**src/sv/rfwr_pkg.sv**
```systemverilog
// Shared types, constants and saturation helper for the residual restriction block.
package rfwr_pkg;

   localparam int SAMPLE_W = 32;
   localparam int LAP_W = SAMPLE_W + 2;
   localparam int INV_W = 32;
   localparam int PROD_W = LAP_W + INV_W + 1;
   localparam int WIDE_W = 52;
   localparam int IDX_W = 11;
   localparam int FRAC_BITS = 16;

   localparam int DEFAULT_MAX_FINE_NODES = 4095;
   localparam int DEFAULT_QUEUE_DEPTH = 4;

   localparam logic [INV_W-1:0] INV_H2_RESET = 32'h0001_0000;

   localparam logic signed [WIDE_W-1:0] SAT_HI =
      {{(WIDE_W-SAMPLE_W+1){1'b0}}, {(SAMPLE_W-1){1'b1}}};
   localparam logic signed [WIDE_W-1:0] SAT_LO =
      {{(WIDE_W-SAMPLE_W+1){1'b1}}, {(SAMPLE_W-1){1'b0}}};

   typedef struct packed {
      logic signed [LAP_W-1:0]    lap;
      logic signed [SAMPLE_W-1:0] f;
      logic                       emit;
      logic [IDX_W-1:0]           idx;
      logic                       last;
   } entry_type;

   typedef struct packed {
      logic empty;
      logic full;
   } queue_status_type;

   function automatic logic signed [SAMPLE_W-1:0] sat_sample(
      input logic signed [WIDE_W-1:0] v
   );
      logic signed [SAMPLE_W-1:0] r;
      if (v > SAT_HI) begin
         r = SAT_HI[SAMPLE_W-1:0];
      end else if (v < SAT_LO) begin
         r = SAT_LO[SAMPLE_W-1:0];
      end else begin
         r = v[SAMPLE_W-1:0];
      end
      return r;
   endfunction

endpackage

```
**src/sv/rfwr_queue.sv**
```systemverilog
// Short entry queue between the front end and the arithmetic back end.
module rfwr_queue #(
   parameter int DEPTH = rfwr_pkg::DEFAULT_QUEUE_DEPTH
) (
   input  logic                       clock,
   input  logic                       reset,
   input  logic                       push,
   input  rfwr_pkg::entry_type        push_entry,
   input  logic                       pop,
   output rfwr_pkg::entry_type        head_entry,
   output rfwr_pkg::queue_status_type q_status
);

   localparam int AW = (DEPTH > 1) ? $clog2(DEPTH) : 1;
   localparam int CW = $clog2(DEPTH + 1);

   rfwr_pkg::entry_type mem_ff [DEPTH];
   logic [AW-1:0] wr_ptr_ff, wr_ptr_in;
   logic [AW-1:0] rd_ptr_ff, rd_ptr_in;
   logic [CW-1:0] count_ff, count_in;

   assign q_status.empty = (count_ff == '0);
   assign q_status.full  = (count_ff == CW'(DEPTH));
   assign head_entry     = mem_ff[rd_ptr_ff];

   always_comb begin
      wr_ptr_in = wr_ptr_ff;
      rd_ptr_in = rd_ptr_ff;
      count_in  = count_ff;
      if (push) begin
         wr_ptr_in = (wr_ptr_ff == AW'(DEPTH - 1)) ? '0 : wr_ptr_ff + AW'(1);
      end
      if (pop) begin
         rd_ptr_in = (rd_ptr_ff == AW'(DEPTH - 1)) ? '0 : rd_ptr_ff + AW'(1);
      end
      if (push && !pop) begin
         count_in = count_ff + CW'(1);
      end else if (pop && !push) begin
         count_in = count_ff - CW'(1);
      end
   end

   always_ff @(posedge clock) begin
      if (reset) begin
         wr_ptr_ff <= '0;
         rd_ptr_ff <= '0;
         count_ff  <= '0;
      end else begin
         wr_ptr_ff <= wr_ptr_in;
         rd_ptr_ff <= rd_ptr_in;
         count_ff  <= count_in;
      end
   end

   always_ff @(posedge clock) begin
      if (push) begin
         mem_ff[wr_ptr_ff] <= push_entry;
      end
   end

endmodule

```
**config.mk**
```make
export PLATFORM = sky130hd
export DESIGN_NAME = rfwr_queue
export DESIGN_NICKNAME = d
export VERILOG_FILES = /design/src/sv/rfwr_pkg.sv /design/src/sv/rfwr_queue.sv
export SDC_FILE = /design/constraint.sdc
export NUM_CORES = 1
export LEC_CHECK = 0
export BUFFER_PORTS_ARGS = -buffer_cell sky130_fd_sc_hd__clkbuf_2
export CORE_MARGIN = 2
export CORE_UTILIZATION = 61
export CTS_CLUSTER_SIZE = 16
export DETAILED_ROUTE_END_ITERATION = 16
export PLACE_DENSITY = 0.81
export SLEW_MARGIN = 20
export SYNTH_ARGS = -nofsm -noshare
export SYNTH_HDL_FRONTEND = slang
export SYNTH_SLANG_ARGS = --single-unit
```
**constraint.sdc**
```tcl
create_clock -name clock -period 6.9 [get_ports clock]
set_input_delay 1.38 -clock clock [delete_from_list [all_inputs] [get_ports clock]]
set_output_delay 1.38 -clock clock [all_outputs]
set_load 0.05 [all_outputs]
```
======== Yosys cells after proc, flatten, opt, wreduce, memory -nomap -nowiden ========
Memory sizes are Yosys's and may differ from the RTL's. A register that Yosys moved wholly into a read port is not among the register bits.
Cells that the tools add are included.
word-level totals
  register bits ........................... 7
  bits in writable memories ............... 316
  output and inout port bits .............. 81
  word-level logic and storage cells ...... 25
  memories kept ........................... 1
cells by class
  $add $sub $neg .......................... 4
  equality and inequality tests ........... 3
  mux-type cells .......................... 8
  reductions and logical operators ........ 6
memories
  name    words  width  rd ports  clocked after Yosys merged registers in  write ports  line              source
  mem_ff  4      79     1         1                                        1            rfwr_queue.sv:17  rfwr_pkg::entry_type mem_ff [DEPTH];
operators with widths
  operator               count
  $mux W2                4
  $mux W3                2
  $add A2 B1 Y2 const B  2
  $eq A2 B2 Y1 const B   2
  $add A3 B1 Y3 const B  1
  $eq A3 B3 Y1 const B   1
  $logic_not A3 Y1       1
  $sub A3 B1 Y3 const B  1
  $logic_and A1 B1 Y1    2
  $logic_not A1 Y1       2
  $mux W1                2
  $reduce_bool A2 Y1     1

======== Logic depth before layout (Yosys ltp) ========
Gate-level depths: netlist (run 1).
  word-level depth ........................ 4
  mapped depth ............................ 7
  gate-level depth less buffers ........... 7

======== Worst setup path after synthesis (run 1) ========
No wires, ideal clock.
  path kind ............................... input-to-reg
  from .................................... in push
  to ...................................... mem mem_ff[0][0] (netlist bit) (enable)
  library setup time ...................... 0.446 ns
  arrival ................................. 3.221 ns
  setup slack ............................. 3.233 ns
  stages on the path ...................... 1
  path buffers ............................ 0
  cell sequence ........................... and2_1
on the way
  word-level cells in the longest chain between the ends .. 2
RTL lines
  what                           line              source
  from (decl)                    rfwr_queue.sv:7   input logic push,
  $mux W1                        rfwr_queue.sv:56  if (push) begin
  $mux W1 (implied by the code)  rfwr_queue.sv:57  mem_ff[wr_ptr_ff] <= push_entry;
  to (decl)                      rfwr_queue.sv:17
No other way between the ends.

==> impl_metrics.env, run 1 <==
export IMPL_wl_per_cell_um=21.8
export IMPL_seqPwrFrac_pct=53.1
export IMPL_cts_max_level=1
export IMPL_critical_path_class="register to output pin"
export IMPL_portBuffers=163
export IMPL_hold_class="register to register"
export IMPL_vias=5288
export IMPL_routed_wl_um=20100
export IMPL_cp_arrival_ps=3100
export IMPL_ys_seq_area_share_pct=81.8
export IMPL_dieArea_um2=20500
export IMPL_reg2reg_setup_slack_ps=5020
export IMPL_synth_nets=547
export IMPL_cts_root_buf="clkbuf_16"
export IMPL_cts_tree="yes"
export IMPL_syn_inst=457
export IMPL_ir_drop_mv=0.246
export IMPL_antenna_found_initial=1
export IMPL_post_cts_setup_buffers=0
export IMPL_cp_endpoint="head_entry[15]"
export IMPL_fin_nets=732
export IMPL_final_common_cell="edfxtp_1"
export IMPL_slowest_delay_ps=820
export IMPL_end_kind="output pin"
export IMPL_synth_top_family_by_area="multiplexers"
export IMPL_drc=0
export IMPL_min_from="rd_ptr_ff[1]"
export IMPL_rr_startpoint="wr_ptr_ff[0]"
export IMPL_status="finished clean"
export IMPL_crit_chain="buf_4 > mux4_2 > clkbuf_2"
export IMPL_crit_fanout=43
export IMPL_finalSetupViolCount=0
export IMPL_drt_vias_per_instance=5.73
export IMPL_antenna_cells=0
export IMPL_postRouteAntennaNets=0
export IMPL_yosys_warnings=0
export IMPL_finalPower_mw=4.33
export IMPL_final_cell_mix="316 x edfxtp_1, 163 x clkbuf_2, 79 x mux4_2"
export IMPL_p_comb_share_pct=12.5
export IMPL_area_growth_pct=17.4
export IMPL_cts_resized=0
export IMPL_synthMuxAreaShare_pct=15.4
export IMPL_startpoint_type="register"
export IMPL_period_share_pct=64.9
export IMPL_grt_use_total_pct=19.8
export IMPL_ys_types=21
export IMPL_path_depth=3
export IMPL_postCtsHoldBufs=0
export IMPL_synth_fa_ha_area_share_pct=0.804
export IMPL_slowest_stage="dfxtp_4"
export IMPL_reg2reg_depth=5
export IMPL_grt_pass1_vias=5504
export IMPL_clock_sinks=325
export IMPL_grt_pass1_wl_um=30600
export IMPL_timing_final_crit_period_ps=4480
export IMPL_syn_area_um2=11800
export IMPL_coreArea_um2=18900
export IMPL_firstDrtPassIters=5
export IMPL_grt_overflow=0
export IMPL_leakagePower_nw=4.73
export IMPL_fmax_mhz=223
export IMPL_numCtsBuffers=30
export IMPL_clkTransAtPathRegs_ps=60
export IMPL_path_buf_inv=2
export IMPL_setup_tns_ps=0
export IMPL_die_h_um=143
export IMPL_synth_seq_cells=325
export IMPL_start_util_pct=62.6
export IMPL_hold_viol=0
export IMPL_synth_xor_area_share_pct=0.148
export IMPL_synth_compound_area_share_pct=0.127
export IMPL_path_delay_family="buffers and inverters"
export IMPL_synthSimpleGateAreaFrac_pct=0.656
export IMPL_drv_cap=0
export IMPL_drv_slew=0
export IMPL_io_pins=164
export IMPL_drive_gt1_share_pct=44.9
export IMPL_tightestPinTransition_ps=849
export IMPL_power_density_nw_per_um2=312
export IMPL_clkLatencyLatePin_ps=530
export IMPL_gp_congestion=0.703
export IMPL_drt_iter0_markers=276
export IMPL_grt_max_degree=80
export IMPL_cp_required_ps=5520
export IMPL_clock_power_share_pct=34.4
export IMPL_slew_headroom_pct=43.4
export IMPL_p_switching_mw=1.06
export IMPL_intPower_mw=3.27
export IMPL_r2r_end="mem_ff[2][57]"
export IMPL_clockBufferDepth=3
export IMPL_hpwlAfterDp_um=12100
export IMPL_clock_skew_ps=6.11
export IMPL_rows=50
export IMPL_rsz0062_at_grt="no"
export IMPL_avgSynthCellArea_um2=25.9
export IMPL_switching_share_pct=24.5
export IMPL_die_width_um=143
[flip-flops by register name (all words and copies together) (netlist names), named ones only]
name,cells
rd_ptr_ff,2
count_ff,3
wr_ptr_ff,2
mem_ff,316
[metrics by stage]
step / area, um2 / utilization (%) / worst slack [ps] / instances / hold WS (ps)
floorplan: 11800 / - / 3230 / 457 / 460
global placement: 12900 / 68.3 / 2890 / 867 / 475
detailed placement: 13000 / 68.7 / 2870 / 870 / 526
CTS: 13900 / 73.5 / 2300 / 923 / 538
global route: 13900 / 73.5 / 2150 / 923 / 583
finish: 13900 / 73.5 / 2420 / 923 / 537
[synth_stat cells, drive strengths merged]
cell type / n / area (um2)
edfxtp: 316 / 9490
mux4: 79 / 1780
buf: 12 / 93.8
dfxtp: 9 / 180
nor2: 7 / 26.3
clkbuf: 6 / 22.5
ha: 6 / 75.1
and2: 4 / 25.0
inv: 4 / 15.0
mux2i: 4 / 40.0
a21oi: 2 / 10.0
nor3b: 2 / 15.0
xor2: 2 / 17.5
fa: 1 / 20.0
nor3: 1 / 5.00
o21ai: 1 / 5.00
or3: 1 / 6.26
[worst reg2reg max path, delay by kind of cell, from the launching register on]
family	cells	cell delay (ps)
fa+ha+maj	1	160
buf+inv	3	890
flops	1	350
simple gates	1	130
[how the worst min path moves through the flow]
stage             endpoint  depth (start not counted)  slack [ps]
2_1_floorplan  count_ff[2]                          2         460
3_3_place_gp   count_ff[2]                          2         480
3_5_place_dp      register                          2         530
4_1_cts           register                          2         540
5_1_grt        count_ff[2]                          2         580
6_report          register                          2         540
[routing by layer]
layer / routed length (um) / up-vias / GRT usage (%)
met4: 390 / 0 / 4.54
met2: 10100 / 214 / 33.1
met1: 7750 / 2705 / 26.7
met5: 0 / - / 0
li1: - / 2336 / -
met3: 1840 / 33 / 5.50
[power groups by stage]
stage                     Clock, mW  Sequential, mW  Combinational [mW]
final                          1.49            2.30               0.541
after global routing           1.59            2.31               0.569
after CTS                      1.52            2.30               0.547
after detailed placement          0            2.34               0.546
after global placement            0            2.34               0.524
after floorplan                   0            2.32               0.418
[final cells by class]
cell class | instances | area, um2
repair buffers | 171 | 936
clock inverters | 17 | 105
clock buffers | 36 | 795
multi-input cells | 110 | 2030
flip-flops and latches | 325 | 9680
fillers | 1085 | 5010
well taps | 260 | 325
inverters | 4 | 15.0
[cell families (layout without fill, tap and decap cells)]
logic type | count (synthesis) | after routing
DFF | 325 | 325
AOI/OAI and AO/OA | 3 | 3
buffers and inverters | 22 | 228
and+or+nand+nor | 15 | 15
xor gates and xnor gates | 2 | 2
adders and majority gates | 7 | 7
muxes | 83 | 83
Note: power is estimated with default switching activity, not from simulation.
==> inputs of run 2 (changes only) <==
CORE_UTILIZATION = 51   (was 61)
PLACE_DENSITY = 0.72   (was 0.81)
clock period = 3.6 ns   (was 6.9 ns; I/O delays follow)
==> run 2 against run 1 <==
Critical path depth stayed put. Via count is 0.38% lower. Sequential share of layout area fell by 0.60 points. Sequential power is 91% higher. Flip-flop and latch count stayed put. Clock-buffer cell count rose by 2. Non-clock buffer count rose by 1. Worst hold slack worse by 140 ps. Combinational power up 96%. Wire length is 2.4% higher. Critical path type unchanged. Largest power group unchanged.
==> impl_metrics.env, run 2 (same netlist as run 1, synthesis figures left out) <==
export IMPL_leakagePower_nw=4.76
export IMPL_cp_required_ps=2880
export IMPL_hold_class="primary input to register"
export IMPL_final_common_cell="edfxtp_1"
export IMPL_routed_wl_um=20600
export IMPL_rsz0062_at_grt="no"
export IMPL_cts_max_level=1
export IMPL_io_pins=164
export IMPL_postCtsHoldBufs=0
export IMPL_critical_path_class="register to output pin"
export IMPL_period_share_pct=86.0
export IMPL_clock_power_share_pct=35.7
export IMPL_startpoint_type="register"
export IMPL_cp_arrival_ps=2370
export IMPL_die_width_um=156
export IMPL_final_core_util_pct=61.7
export IMPL_drt_vias_per_instance=5.53
export IMPL_cts_root_buf="clkbuf_16"
export IMPL_reg_largest_list="mem_ff: 316 flops, count_ff: 3 flops"
export IMPL_grt_max_degree=48
export IMPL_hpwlAfterDp_um=12500
export IMPL_status="finished clean"
export IMPL_fin_nets=734
export IMPL_area_growth_pct=18.5
export IMPL_slowest_stage="dfxtp_4"
export IMPL_drt_iter0_markers=348
export IMPL_power_density_nw_per_um2=606
export IMPL_drive_gt1_share_pct=44.2
export IMPL_intPower_mw=6.43
export IMPL_antenna_cells=0
export IMPL_drv_slew=0
export IMPL_dieArea_um2=24400
export IMPL_crit_fanout=27
export IMPL_start_util_pct=52.1
export IMPL_p_comb_share_pct=12.5
export IMPL_grt_use_total_pct=17.2
export IMPL_reg2reg_setup_slack_ps=1730
export IMPL_drc=0
export IMPL_clkTransAtPathRegs_ps=60
export IMPL_slew_headroom_pct=54.1
export IMPL_switching_share_pct=24.3
export IMPL_crit_chain="buf_12 > mux4_2 > clkbuf_2"
export IMPL_finalSetupViolCount=0
export IMPL_clockBufferDepth=3
export IMPL_largest_reg_flops=316
export IMPL_portBuffers=163
export IMPL_timing_final_crit_period_ps=3090
export IMPL_clkLatencyLatePin_ps=540
export IMPL_cts_resized=0
export IMPL_slowest_delay_ps=730
export IMPL_grt_overflow=0
export IMPL_antenna_found_initial=0
export IMPL_end_kind="output pin"
export IMPL_die_h_um=156
export IMPL_grt_pass1_wl_um=31800
export IMPL_seqPwrFrac_pct=51.8
export IMPL_wl_per_cell_um=21.7
export IMPL_tightestPinTransition_ps=688
export IMPL_gp_congestion=0.700
export IMPL_ir_drop_mv=0.478
export IMPL_drv_cap=0
export IMPL_firstDrtPassIters=5
export IMPL_coreArea_um2=22700
export IMPL_p_switching_mw=2.06
export IMPL_fmax_mhz=323
export IMPL_setup_tns_ps=0
export IMPL_vias=5268
export IMPL_clock_skew_ps=3.90
export IMPL_rows=55
export IMPL_path_buf_inv=2
export IMPL_largest_register="mem_ff"
export IMPL_post_cts_setup_buffers=0
export IMPL_postRouteAntennaNets=0
export IMPL_hold_viol=0
export IMPL_cts_tree="yes"
export IMPL_path_delay_family="flip-flops"
export IMPL_final_cell_mix="316 x edfxtp_1, 163 x clkbuf_2, 79 x mux4_2"
export IMPL_numCtsBuffers=31
export IMPL_clock_sinks=325
export IMPL_grt_pass1_vias=5663
## run 2: power groups by stage
| stage | logic, mW | registers [mW] | clock network [mW] |
|---|---|---|---|
| 5_1_grt | 1.12 | 4.42 | 3.25 |
| 6_report | 1.06 | 4.40 | 3.03 |
| 3_5_place_dp | 1.07 | 4.48 | 0 |
| 4_1_cts | 1.07 | 4.40 | 3.11 |
| 3_3_place_gp | 1.05 | 4.47 | 0 |
| 2_1_floorplan | 0.801 | 4.45 | 0 |
## run 2: through the flow
stage,total power [mW],setup slack [ps],hold slack (ps),area (um2),cells
2_1_floorplan,5.25,593,460,11800,457
3_3_place_gp,5.52,985,477,13100,896
3_5_place_dp,5.55,983,506,13100,896
4_1_cts,8.59,407,366,14000,952
5_1_grt,8.78,345,379,14000,952
6_report,8.49,505,393,14000,952
## run 2: path summary, 6_finish.rpt
check | depth (start not counted) | to | from
worst max-delay path | 3 | head_entry[13] | register
worst min-delay path | 1 | mem_ff[1][4] | push_entry[4]
worst max register to register | 4 | mem_ff[0][8] | wr_ptr_ff[0]
worst min register to register | 2 | count_ff[2] | count_ff[2]
## run 2: area by class of cell
type / instances / area, um2
clock inverter: 18 / 151
timing repair buffer: 172 / 971
fill: 1572 / 8700
inverter: 4 / 15.0
clock buffer: 38 / 802
tap: 285 / 357
multi-input combinational: 110 / 2030
sequential: 325 / 9680
## run 2: per-layer routing
metal	global-route usage (%)	up-vias	routed length, um
li1	-	2333	-
met1	22.5	2739	8340
met2	29.4	159	10400
met3	3.93	37	1410
met4	4.72	0	461
met5	0	-	0
