$ cat src/sv/rfwr_pkg.sv
// Shared types, constants and saturation helper for the residual restriction block.
package rfwr_pkg;

   localparam int SAMPLE_W = 32;
   localparam int LAP_W = SAMPLE_W + 2;
   localparam int INV_W = 32;
   localparam int PROD_W = LAP_W + INV_W + 1;
   localparam int WIDE_W = 52;
   localparam int IDX_W = 11;
   localparam int FRAC_BITS = 16;

   localparam int DEFAULT_MAX_FINE_NODES = 4095;
   localparam int DEFAULT_QUEUE_DEPTH = 4;

   localparam logic [INV_W-1:0] INV_H2_RESET = 32'h0001_0000;

   localparam logic signed [WIDE_W-1:0] SAT_HI =
      {{(WIDE_W-SAMPLE_W+1){1'b0}}, {(SAMPLE_W-1){1'b1}}};
   localparam logic signed [WIDE_W-1:0] SAT_LO =
      {{(WIDE_W-SAMPLE_W+1){1'b1}}, {(SAMPLE_W-1){1'b0}}};

   typedef struct packed {
      logic signed [LAP_W-1:0]    lap;
      logic signed [SAMPLE_W-1:0] f;
      logic                       emit;
      logic [IDX_W-1:0]           idx;
      logic                       last;
   } entry_type;

   typedef struct packed {
      logic empty;
      logic full;
   } queue_status_type;

   function automatic logic signed [SAMPLE_W-1:0] sat_sample(
      input logic signed [WIDE_W-1:0] v
   );
      logic signed [SAMPLE_W-1:0] r;
      if (v > SAT_HI) begin
         r = SAT_HI[SAMPLE_W-1:0];
      end else if (v < SAT_LO) begin
         r = SAT_LO[SAMPLE_W-1:0];
      end else begin
         r = v[SAMPLE_W-1:0];
      end
      return r;
   endfunction

endpackage

$ cat src/sv/rfwr_front.sv
// Front end: accepts fine nodes, keeps the node window and builds Laplacian entries.
module rfwr_front #(
   parameter int MAX_FINE_NODES = rfwr_pkg::DEFAULT_MAX_FINE_NODES
) (
   input  logic                                  clock,
   input  logic                                  reset,
   input  logic                                  req_valid,
   output logic                                  req_stall,
   input  logic signed [rfwr_pkg::SAMPLE_W-1:0]  req_y_value,
   input  logic signed [rfwr_pkg::SAMPLE_W-1:0]  req_f_value,
   input  logic                                  req_last_node,
   input  rfwr_pkg::queue_status_type            q_status,
   output logic                                  push,
   output rfwr_pkg::entry_type                   push_entry
);

   localparam int PW = $clog2(MAX_FINE_NODES + 1);

   logic [PW-1:0]                        pos_ff, pos_in;
   logic signed [rfwr_pkg::SAMPLE_W-1:0] y_back_one_ff, y_back_one_in;
   logic signed [rfwr_pkg::SAMPLE_W-1:0] y_back_two_ff, y_back_two_in;
   logic signed [rfwr_pkg::SAMPLE_W-1:0] f_back_one_ff, f_back_one_in;

   logic        accept;
   logic        in_window;
   logic [31:0] k_wide;

   assign req_stall = q_status.full;
   assign accept    = req_valid && !req_stall;
   assign k_wide    = 32'(pos_ff);
   assign in_window = k_wide < 32'(MAX_FINE_NODES);

   always_comb begin
      push_entry.lap  = $signed({{2{y_back_two_ff[rfwr_pkg::SAMPLE_W-1]}}, y_back_two_ff})
                      - $signed({y_back_one_ff[rfwr_pkg::SAMPLE_W-1], y_back_one_ff, 1'b0})
                      + $signed({{2{req_y_value[rfwr_pkg::SAMPLE_W-1]}}, req_y_value});
      push_entry.f    = f_back_one_ff;
      push_entry.emit = (k_wide >= 32'd4) && !pos_ff[0];
      push_entry.idx  = rfwr_pkg::IDX_W'((k_wide >> 1) - 32'd1);
      push_entry.last = req_last_node;
   end

   assign push = accept && in_window && (k_wide >= 32'd2);

   always_comb begin
      pos_in        = pos_ff;
      y_back_one_in = y_back_one_ff;
      y_back_two_in = y_back_two_ff;
      f_back_one_in = f_back_one_ff;
      if (accept) begin
         if (in_window) begin
            pos_in        = pos_ff + PW'(1);
            y_back_two_in = y_back_one_ff;
            y_back_one_in = req_y_value;
            f_back_one_in = req_f_value;
         end
         if (req_last_node) begin
            pos_in        = '0;
            y_back_one_in = '0;
            y_back_two_in = '0;
            f_back_one_in = '0;
         end
      end
   end

   always_ff @(posedge clock) begin
      if (reset) begin
         pos_ff        <= '0;
         y_back_one_ff <= '0;
         y_back_two_ff <= '0;
         f_back_one_ff <= '0;
      end else begin
         pos_ff        <= pos_in;
         y_back_one_ff <= y_back_one_in;
         y_back_two_ff <= y_back_two_in;
         f_back_one_ff <= f_back_one_in;
      end
   end

endmodule

$ cat config.mk
export PLATFORM = sky130hd
export DESIGN_NAME = rfwr_front
export DESIGN_NICKNAME = d
export VERILOG_FILES = /design/src/sv/rfwr_pkg.sv /design/src/sv/rfwr_front.sv
export SDC_FILE = /design/constraint.sdc
export NUM_CORES = 1
export LEC_CHECK = 0
export BUFFER_PORTS_ARGS = -buffer_cell sky130_fd_sc_hd__buf_4
export CAP_MARGIN = 5
export CORE_MARGIN = 1.5
export CORE_UTILIZATION = 60
export DETAILED_ROUTE_END_ITERATION = 12
export HOLD_SLACK_MARGIN = 0.03
export PLACE_DENSITY = 0.9
export REMOVE_ABC_BUFFERS = 1
export SLEW_MARGIN = 0
export SYNTH_ARGS = -nofsm -noshare
export SYNTH_HDL_FRONTEND = slang
export SYNTH_SLANG_ARGS = --single-unit
$ cat constraint.sdc
create_clock -name clock -period 5.4 [get_ports clock]
set_input_delay 0.54 -clock clock [delete_from_list [all_inputs] [get_ports clock]]
set_output_delay 0.54 -clock clock [all_outputs]
set_load 0.01 [all_outputs]
# ---- After elaboration in Yosys (flattened, before gate mapping)
# Cells that the tools add are included.
dict set report word_totals {
  out_inout_bits 81
  elab_cells 27
  reg_bits 108
}
dict set report op_classes {
  magnitude_cmp 3
  addsub 4
  n_reduce_logical 8
  n_mux 8
}
# operator count
set op_table {}
lappend op_table {{2-to-1 mux 32 bit} 6}
lappend op_table {{adder 34 x 32 -> 34 bit} 1}
lappend op_table {{subtractor 32 x 33 -> 34 bit} 1}
lappend op_table {{2-to-1 mux 12 bit} 2}
lappend op_table {{adder 12 x 1 -> 12 bit (second input constant)} 1}
lappend op_table {{>= comparator 12 x 2 -> 1 bit (second input constant)} 1}
lappend op_table {{>= comparator 12 x 3 -> 1 bit (second input constant)} 1}
lappend op_table {{< comparator 12 bit (second input constant)} 1}
lappend op_table {{subtractor 11 x 1 -> 11 bit (second input constant)} 1}
lappend op_table {{logical AND 1 bit} 4}
lappend op_table {{zero test 1 bit} 2}
lappend op_table {{AND reduction 2 bit} 1}
lappend op_table {{nonzero test 2 bit} 1}

# ---- Depth between registers and ports, before layout
# Gate-level depths: netlist of the first run.
dict set report depth {
  word_depth 4
  mapped_depth 12
}

# ---- Worst setup path after synthesis of the first run
# OpenSTA, ideal clock, no wires.
dict set report synth_timing {
  path_type {input-to-output}
  start {input port req_y_value[9] (netlist bit)}
  end {output port push_entry[77] (netlist bit)}
  arrival_ps 2962
  setup_slack_ps 1898
  required_time_ps 4860
  n_path_buf 1
  stages 12
  path_cell_list {inv_1 -> fa_1 -> inv_1 -> ha_1 -> buf_6 -> a21oi_2 -> nor2_1 -> a2111oi_4 -> a211oi_2 -> o2111ai_1 -> nand2_1 -> a311oi_1}
}
# element line_no
set synth_lines {}
lappend synth_lines {{start: declaration} rfwr_front.sv:9} ;# input logic signed [rfwr_pkg::SAMPLE_W-1:0] req_y_value,
lappend synth_lines {{end: declaration} rfwr_front.sv:14} ;# output rfwr_pkg::entry_type push_entry

==> qor.yml, run 1 <==
outcome: "finished, final reports clean"
wl_per_cell_um: 15.29
hpwlAfterDp_mm: 11.95
grt_first_pass_wirelength_mm: 27.97
initial_core_util: 0.6191
synth_cells: 840
yosys.area.top_type: "dfxtp_1"
tritoncts.num_buffers: 9
critPathLaunchType: "flip-flop"
rsz0062_at_grt: "false"
synth_warnings: 0
required_ns: 4.86
nets: 1095
cp_slowest_cell: "fa_1"
synth_top_flop_cell: "dfxtp_1"
fillCellCount: 850
ir_worst_vdd_uv: 298.9
clk-insertion-delay-late_ns: 0.35
path_buf_inv: 3
cts_root_buf: "clkbuf_16"
p_switching_mw: 0.9253
synthTopCellsByArea: "dfxtp_1 30%, fa_1 9.0%, inv_1 7.3%"
clockBufferDepth: 2
grt.total_usage: 0.2718
cts-resized-gates: 0
synth_top_area_share: 0.3045
synthMostInstantiatedCell: "inv_1"
finalMaxSlewViolations: 0
clock-sinks: 108
path_cells: "inv_1 > fa_1 > inv_1 > ha_1 > a21oi_1 > nor3_2 > a2111oi_4 > a211oi_2 > o2111ai_1 > nand2_1 > a311oi_1 > buf_4"
power_per_cell_area_nw_per_um2: 310.0
setup_viol: 0
crit_end: "push_entry[77]"
drt_pass1_iterations: 5
ys_top_cells_by_count: "139 x inv_1, 108 x dfxtp_1, 85 x nor2_1"
fin_crit_sh: 0.7503
ys_ff_latch: 108
async_flop_share: 0
place_congestion: 0.9079
diodes: 0
die_area_um2: 12490
power_mw: 2.650
grt_max_degree: 53
hold_buffers: 0
drt_iter0_markers: 439
avgSynthCellArea_um2: 8.452
hold_path_class: "in -> reg"
viasPerCell: 5.721
switching_share: 0.3491
drc: 0
area_growth_pct: 20.43
crit_arrival_ns: 3.51
grt_pass1_vias: 5894
r2r_end: "y_back_two_ff[3]"
setup.worst_path.end_class: "output port"
clkPwrFrac: 0.272
wirelength_mm: 16.86
die_w_um: 111.8
seqPwrFrac: 0.321
cts_tree: "done"
synth_area_um2: 7099
ios: 151
crit_path_max_fanout: 6
fin_setup_tns_ns: 0
vias: 6310
antenna_found_initial: 0
min-delay-start: "req_f_value[4]"
clk_pin_slew_ns: 0.07
timing.rr.start: "pos_ff[1]"
fp-row-count: 39
p_int_mw: 1.725
tightest_slew_ns: 1.117
ant_nets: 0
grt.overflow.total: 0
core_area_um2: 11470
cpPeakStageDelay_ns: 0.48
r2r_cells: 6
p_comb_frac: 0.407
whs_path_depth: 3
fmax_ghz: 0.2468
p_leak_nw: 3.943
min_period_ns: 4.052
htree_levels: 3
io_buffers: 149
ys_types: 61
dieHeight_um: 111.8
max_slew_margin: 0.2538
reg2reg_setup_slack_ns: 2.40
critPathKind: "reg -> out"
crit_top_cell: "inv_1"
cp-startpoint: "y_back_two_ff[7]"
hold_violations: 0
synth_seq_area_share: 0.3045
crit_family: "compound AO/OA/AOI/OAI gates"
cp.depth: 12
skew_ns: 0.008132
synth-edff-count: 0
layout-drive-gt1-share: 0.2292
drv_cap: 0
cts_setup_buffers: 0
-- power by group through the flow --
stage | Sequential (mW) | Combinational (mW) | Clock, mW
global route | 0.855 | 1.18 | 0.772
CTS | 0.850 | 1.08 | 0.734
finish | 0.851 | 1.08 | 0.721
floorplan | 0.867 | 0.671 | 0
detailed placement | 0.868 | 1.07 | 0
global placement | 0.867 | 1.05 | 0
-- per-stage QoR --
step / setup WS (ns) / hold slack (ns) / utilization / cells / cell area, um2
2_1_floorplan: 1.917 / 0.4505 / - / 791 / 6882
3_3_place_gp: 1.464 / 0.4567 / 0.7175 / 1087 / 8228
3_5_place_dp: 1.414 / 0.4660 / 0.7175 / 1087 / 8228
4_1_cts: 1.375 / 0.4245 / 0.7456 / 1103 / 8549
5_1_grt: 1.208 / 0.4403 / 0.7456 / 1103 / 8549
6_report: 1.348 / 0.4336 / 0.7456 / 1103 / 8549
-- worst min-delay path: stages --
cell and delay (ns):
buf_4 0.08, a22oi_1 0.06, nor2_1 0.07
-- worst min-delay path by stage --
stage | endpoint | slack (ns)
floorplan | y_back_two_ff[12] | 0.45
global placement | y_back_two_ff[19] | 0.46
detailed placement | y_back_two_ff[18] | 0.47
CTS | f_back_one_ff[26] | 0.42
global route | f_back_one_ff[20] | 0.44
finish | f_back_one_ff[4] | 0.43
-- routing by layer --
layer / vias up / wire length [um] / track usage / part of all wire
met5: - / 0 / 0 / 0
met4: 0 / 264 / 0.06667 / 0.016
met3: 22 / 909 / 0.05825 / 0.054
met2: 190 / 8173 / 0.4573 / 0.48
met1: 3001 / 7515 / 0.3580 / 0.45
li1: 3097 / - / - / -
-- logic make-up (layout without fill, tap and decap cells) --
| group | Yosys count | count (layout) | synth area share |
|---|---|---|---|
| AOI/OAI and AO/OA | 240 | 240 | 0.2547 |
| xor gates and xnor gates | 44 | 44 | 0.05428 |
| adders and majority gates | 70 | 70 | 0.1572 |
| buffers and inverters | 188 | 308 | 0.1042 |
| DFF | 108 | 108 | 0.3045 |
| and+or+nand+nor | 190 | 190 | 0.1251 |
-- placed cells by master (no fill, tap or decap), drive strengths merged, types with 3 or more instances in the layout --
| master | netlist | layout |
|---|---|---|
| nand3 | 15 | 15 |
| nor4 | 6 | 6 |
| nor2 | 85 | 85 |
| o21bai | 7 | 7 |
| o211ai | 3 | 3 |
| clkbuf | 34 | 9 |
| ha | 38 | 38 |
| and3 | 6 | 6 |
| buf | 15 | 153 |
| nand4 | 6 | 6 |
| a21oi | 63 | 63 |
| a21o | 18 | 18 |
| o21ai | 38 | 38 |
| o221a | 30 | 30 |
| inv | 139 | 142 |
| nor2b | 6 | 6 |
| nor3 | 14 | 14 |
| xor2 | 16 | 16 |
| o21a | 4 | 4 |
| o31ai | 3 | 3 |
| dfxtp | 108 | 108 |
| a31oi | 6 | 6 |
| xnor2 | 28 | 28 |
| fa | 32 | 32 |
| or3 | 3 | 3 |
| a22oi | 49 | 49 |
| nand2 | 40 | 40 |
-- registers in the layout (all words and copies together) (netlist names) --
register and count:
y_back_two_ff 32, pos_ff 12, f_back_one_ff 32, y_back_one_ff 32
-- layout make-up --
| type | count | area [um2] | share of cell area |
|---|---|---|---|
| multi-input cells | 544 | 4217 | 0.4932 |
| flip-flops and latches | 108 | 2162 | 0.2529 |
| repair buffers | 153 | 1149 | 0.1343 |
| inverters | 139 | 521.8 | 0.06103 |
| clock buffers | 9 | 225.2 | 0.02634 |
| well taps | 143 | 178.9 | 0.02093 |
| clock inverters | 7 | 96.34 | 0.01127 |
Power figures use the tool's default switching activity.
==> run 2, diff against run 1 <==
--- a/config.mk
+++ b/config.mk
@@ -8,10 +8,10 @@
 export BUFFER_PORTS_ARGS = -buffer_cell sky130_fd_sc_hd__buf_4
 export CAP_MARGIN = 5
 export CORE_MARGIN = 1.5
-export CORE_UTILIZATION = 60
+export CORE_UTILIZATION = 56
 export DETAILED_ROUTE_END_ITERATION = 12
 export HOLD_SLACK_MARGIN = 0.03
-export PLACE_DENSITY = 0.9
+export PLACE_DENSITY = 0.85
 export REMOVE_ABC_BUFFERS = 1
 export SLEW_MARGIN = 0
 export SYNTH_ARGS = -nofsm -noshare
==> constraint.sdc (replaced) <==
create_clock -name clock -period 4.15 [get_ports clock]
set_input_delay 0.415 -clock clock [delete_from_list [all_inputs] [get_ports clock]]
set_output_delay 0.415 -clock clock [all_outputs]
set_load 0.01 [all_outputs]
==> run 2 against run 1 <==
Effect of this change: sequential power increased by 30%; power increased by 27%; design area increased by 0.25%; via count increased by 0.67%; worst hold slack got worse by 0.12 ns.
==> qor.yml, run 2 (synthesis gave the netlist of run 1 again) <==
diodes: 0
min-delay-start: "req_f_value[10]"
cts_root_buf: "clkbuf_16"
rsz0062_at_grt: "false"
top_regs: "f_back_one_ff (32), y_back_one_ff (32), y_back_two_ff (32)"
hold_buffers: 0
r2r_end: "pos_ff[11]"
max_slew_margin: 0.4798
clockBufferDepth: 2
whs_ns: 0.3097
setup_viol: 0
timing.rr.start: "pos_ff[1]"
multi_input_area_um2: 4217
path_cells: "inv_1 > fa_1 > inv_1 > ha_1 > a21oi_2 > nor2_1 > a2111oi_4 > a211oi_2 > o2111ai_1 > nand2_1 > a311oi_1 > buf_4"
fin_setup_tns_ns: 0
htree_levels: 3
dpl_worst_slack_ns: 0.4301
final_cell_mix: "155 x buf_4, 139 x inv_1, 108 x dfxtp_1"
fin_crit_sh: 0.9426
grt.total_usage: 0.2591
setup.worst_path.end_class: "output port"
core_area_um2: 12210
cts_tree: "done"
required_ns: 3.73
critPathLaunchType: "flip-flop"
fp-row-count: 40
drv_cap: 0
clk-insertion-delay-late_ns: 0.35
min_period_ns: 3.912
cpPeakStageDelay_ns: 0.47
die_w_um: 115.6
die_area_um2: 13360
tightest_slew_ns: 0.7788
whs_endpoint: "f_back_one_ff[10]"
grt_first_pass_wirelength_mm: 27.75
whs_path_depth: 3
wl_per_cell_um: 14.92
initial_core_util: 0.5814
antenna_found_initial: 0
tritoncts.num_buffers: 9
place_congestion: 0.9007
nets: 1097
cts_setup_buffers: 0
grt.overflow.total: 0
vias: 6352
area_growth_pct: 20.73
viasPerCell: 5.621
crit_path_max_fanout: 7
layout-drive-gt1-share: 0.2297
clock-sinks: 108
grt_pass1_vias: 5836
outcome: "finished, final reports clean"
crit_top_cell: "inv_1"
ios: 151
hold_path_class: "in -> reg"
finalMaxSlewViolations: 0
dieHeight_um: 115.6
clk_pin_slew_ns: 0.07
setup_ws_ns: 0.2381
r2r_cells: 7
ir_worst_vdd_uv: 293.3
critPathKind: "reg -> out"
final-seq-area_um2: 2162
wirelength_mm: 16.86
reg2reg_setup_slack_ns: 1.73
skew_ns: 0.007045
hold_violations: 0
cts-resized-gates: 0
cp_slowest_cell: "fa_1"
p_leak_nw: 3.939
hpwlAfterDp_mm: 12.24
io_buffers: 149
grt_max_degree: 52
drc: 0
fillCellCount: 985
power_per_cell_area_nw_per_um2: 394.2
drt_iter0_markers: 401
fmax_ghz: 0.2556
ant_nets: 0
drt_pass1_iterations: 5
crit_arrival_ns: 3.50
layout_commonest_cell: "buf_4"
## run 2: cell types whose count changed in the layout (fill, tap and decap cells not counted), sizes merged
cell / previous run / this run
clkinv: 2 / 0
bufinv: 2 / 0
clkbuf: 9 / 13
buf: 153 / 155
## run 2: area by class of cell
type / instances / area share
multi-input combinational: 544 / 0.4920
sequential: 108 / 0.2523
timing repair buffer: 155 / 0.1358
inverter: 139 / 0.06088
clock buffer: 13 / 0.03153
tap: 168 / 0.02453
clock inverter: 3 / 0.003066
## run 2: worst max path at each step
stage	startpoint	end	slack [ns]	cells past startpoint
3_3_place_gp	req_y_value[9]	push_entry[77]	0.46	13
6_report	y_back_two_ff[9]	push_entry[77]	0.24	12
4_1_cts	y_back_two_ff[9]	push_entry[77]	0.25	12
2_1_floorplan	req_valid	f_back_one_ff[0]	0.82	5
5_1_grt	y_back_two_ff[9]	push_entry[77]	0.06	12
3_5_place_dp	req_y_value[9]	push_entry[77]	0.43	13
## run 2: critical path, delay by kind of cell, from the launching register on
family / cells / cell delay (ns)
compound gates: 5 / 1.49
fa+ha+maj: 2 / 0.86
flops: 1 / 0.33
buf+inv: 3 / 0.29
simple gates: 2 / 0.17
## run 2: where the power goes
| part | total, mW | internal, mW | switching, mW |
|---|---|---|---|
| clock | 0.864 | 0.464 | 0.400 |
| sequential | 1.11 | 1.08 | 0.0301 |
| combinational | 1.41 | 0.635 | 0.773 |
| total | 3.38 | 2.18 | 1.20 |
## run 2: metrics by stage
| stage | power (mW) | utilization | cell area, um2 | std cells |
|---|---|---|---|---|
| 2_1_floorplan | 2.001 | - | 6882 | 791 |
| 4_1_cts | 3.395 | 0.7018 | 8571 | 1130 |
| 3_5_place_dp | 2.523 | 0.6776 | 8274 | 1114 |
| 3_3_place_gp | 2.496 | 0.6776 | 8274 | 1114 |
| 5_1_grt | 3.583 | 0.7018 | 8571 | 1130 |
| 6_report | 3.379 | 0.7018 | 8571 | 1130 |
## run 2: per-layer routing
| metal | vias to the layer above | global-route usage | wire (um) |
|---|---|---|---|
| met5 | - | 0 | 0 |
| met1 | 3018 | 0.3437 | 7548 |
| met4 | 0 | 0.07325 | 265 |
| met3 | 29 | 0.05439 | 895 |
| met2 | 201 | 0.4292 | 8152 |
| li1 | 3104 | - | - |
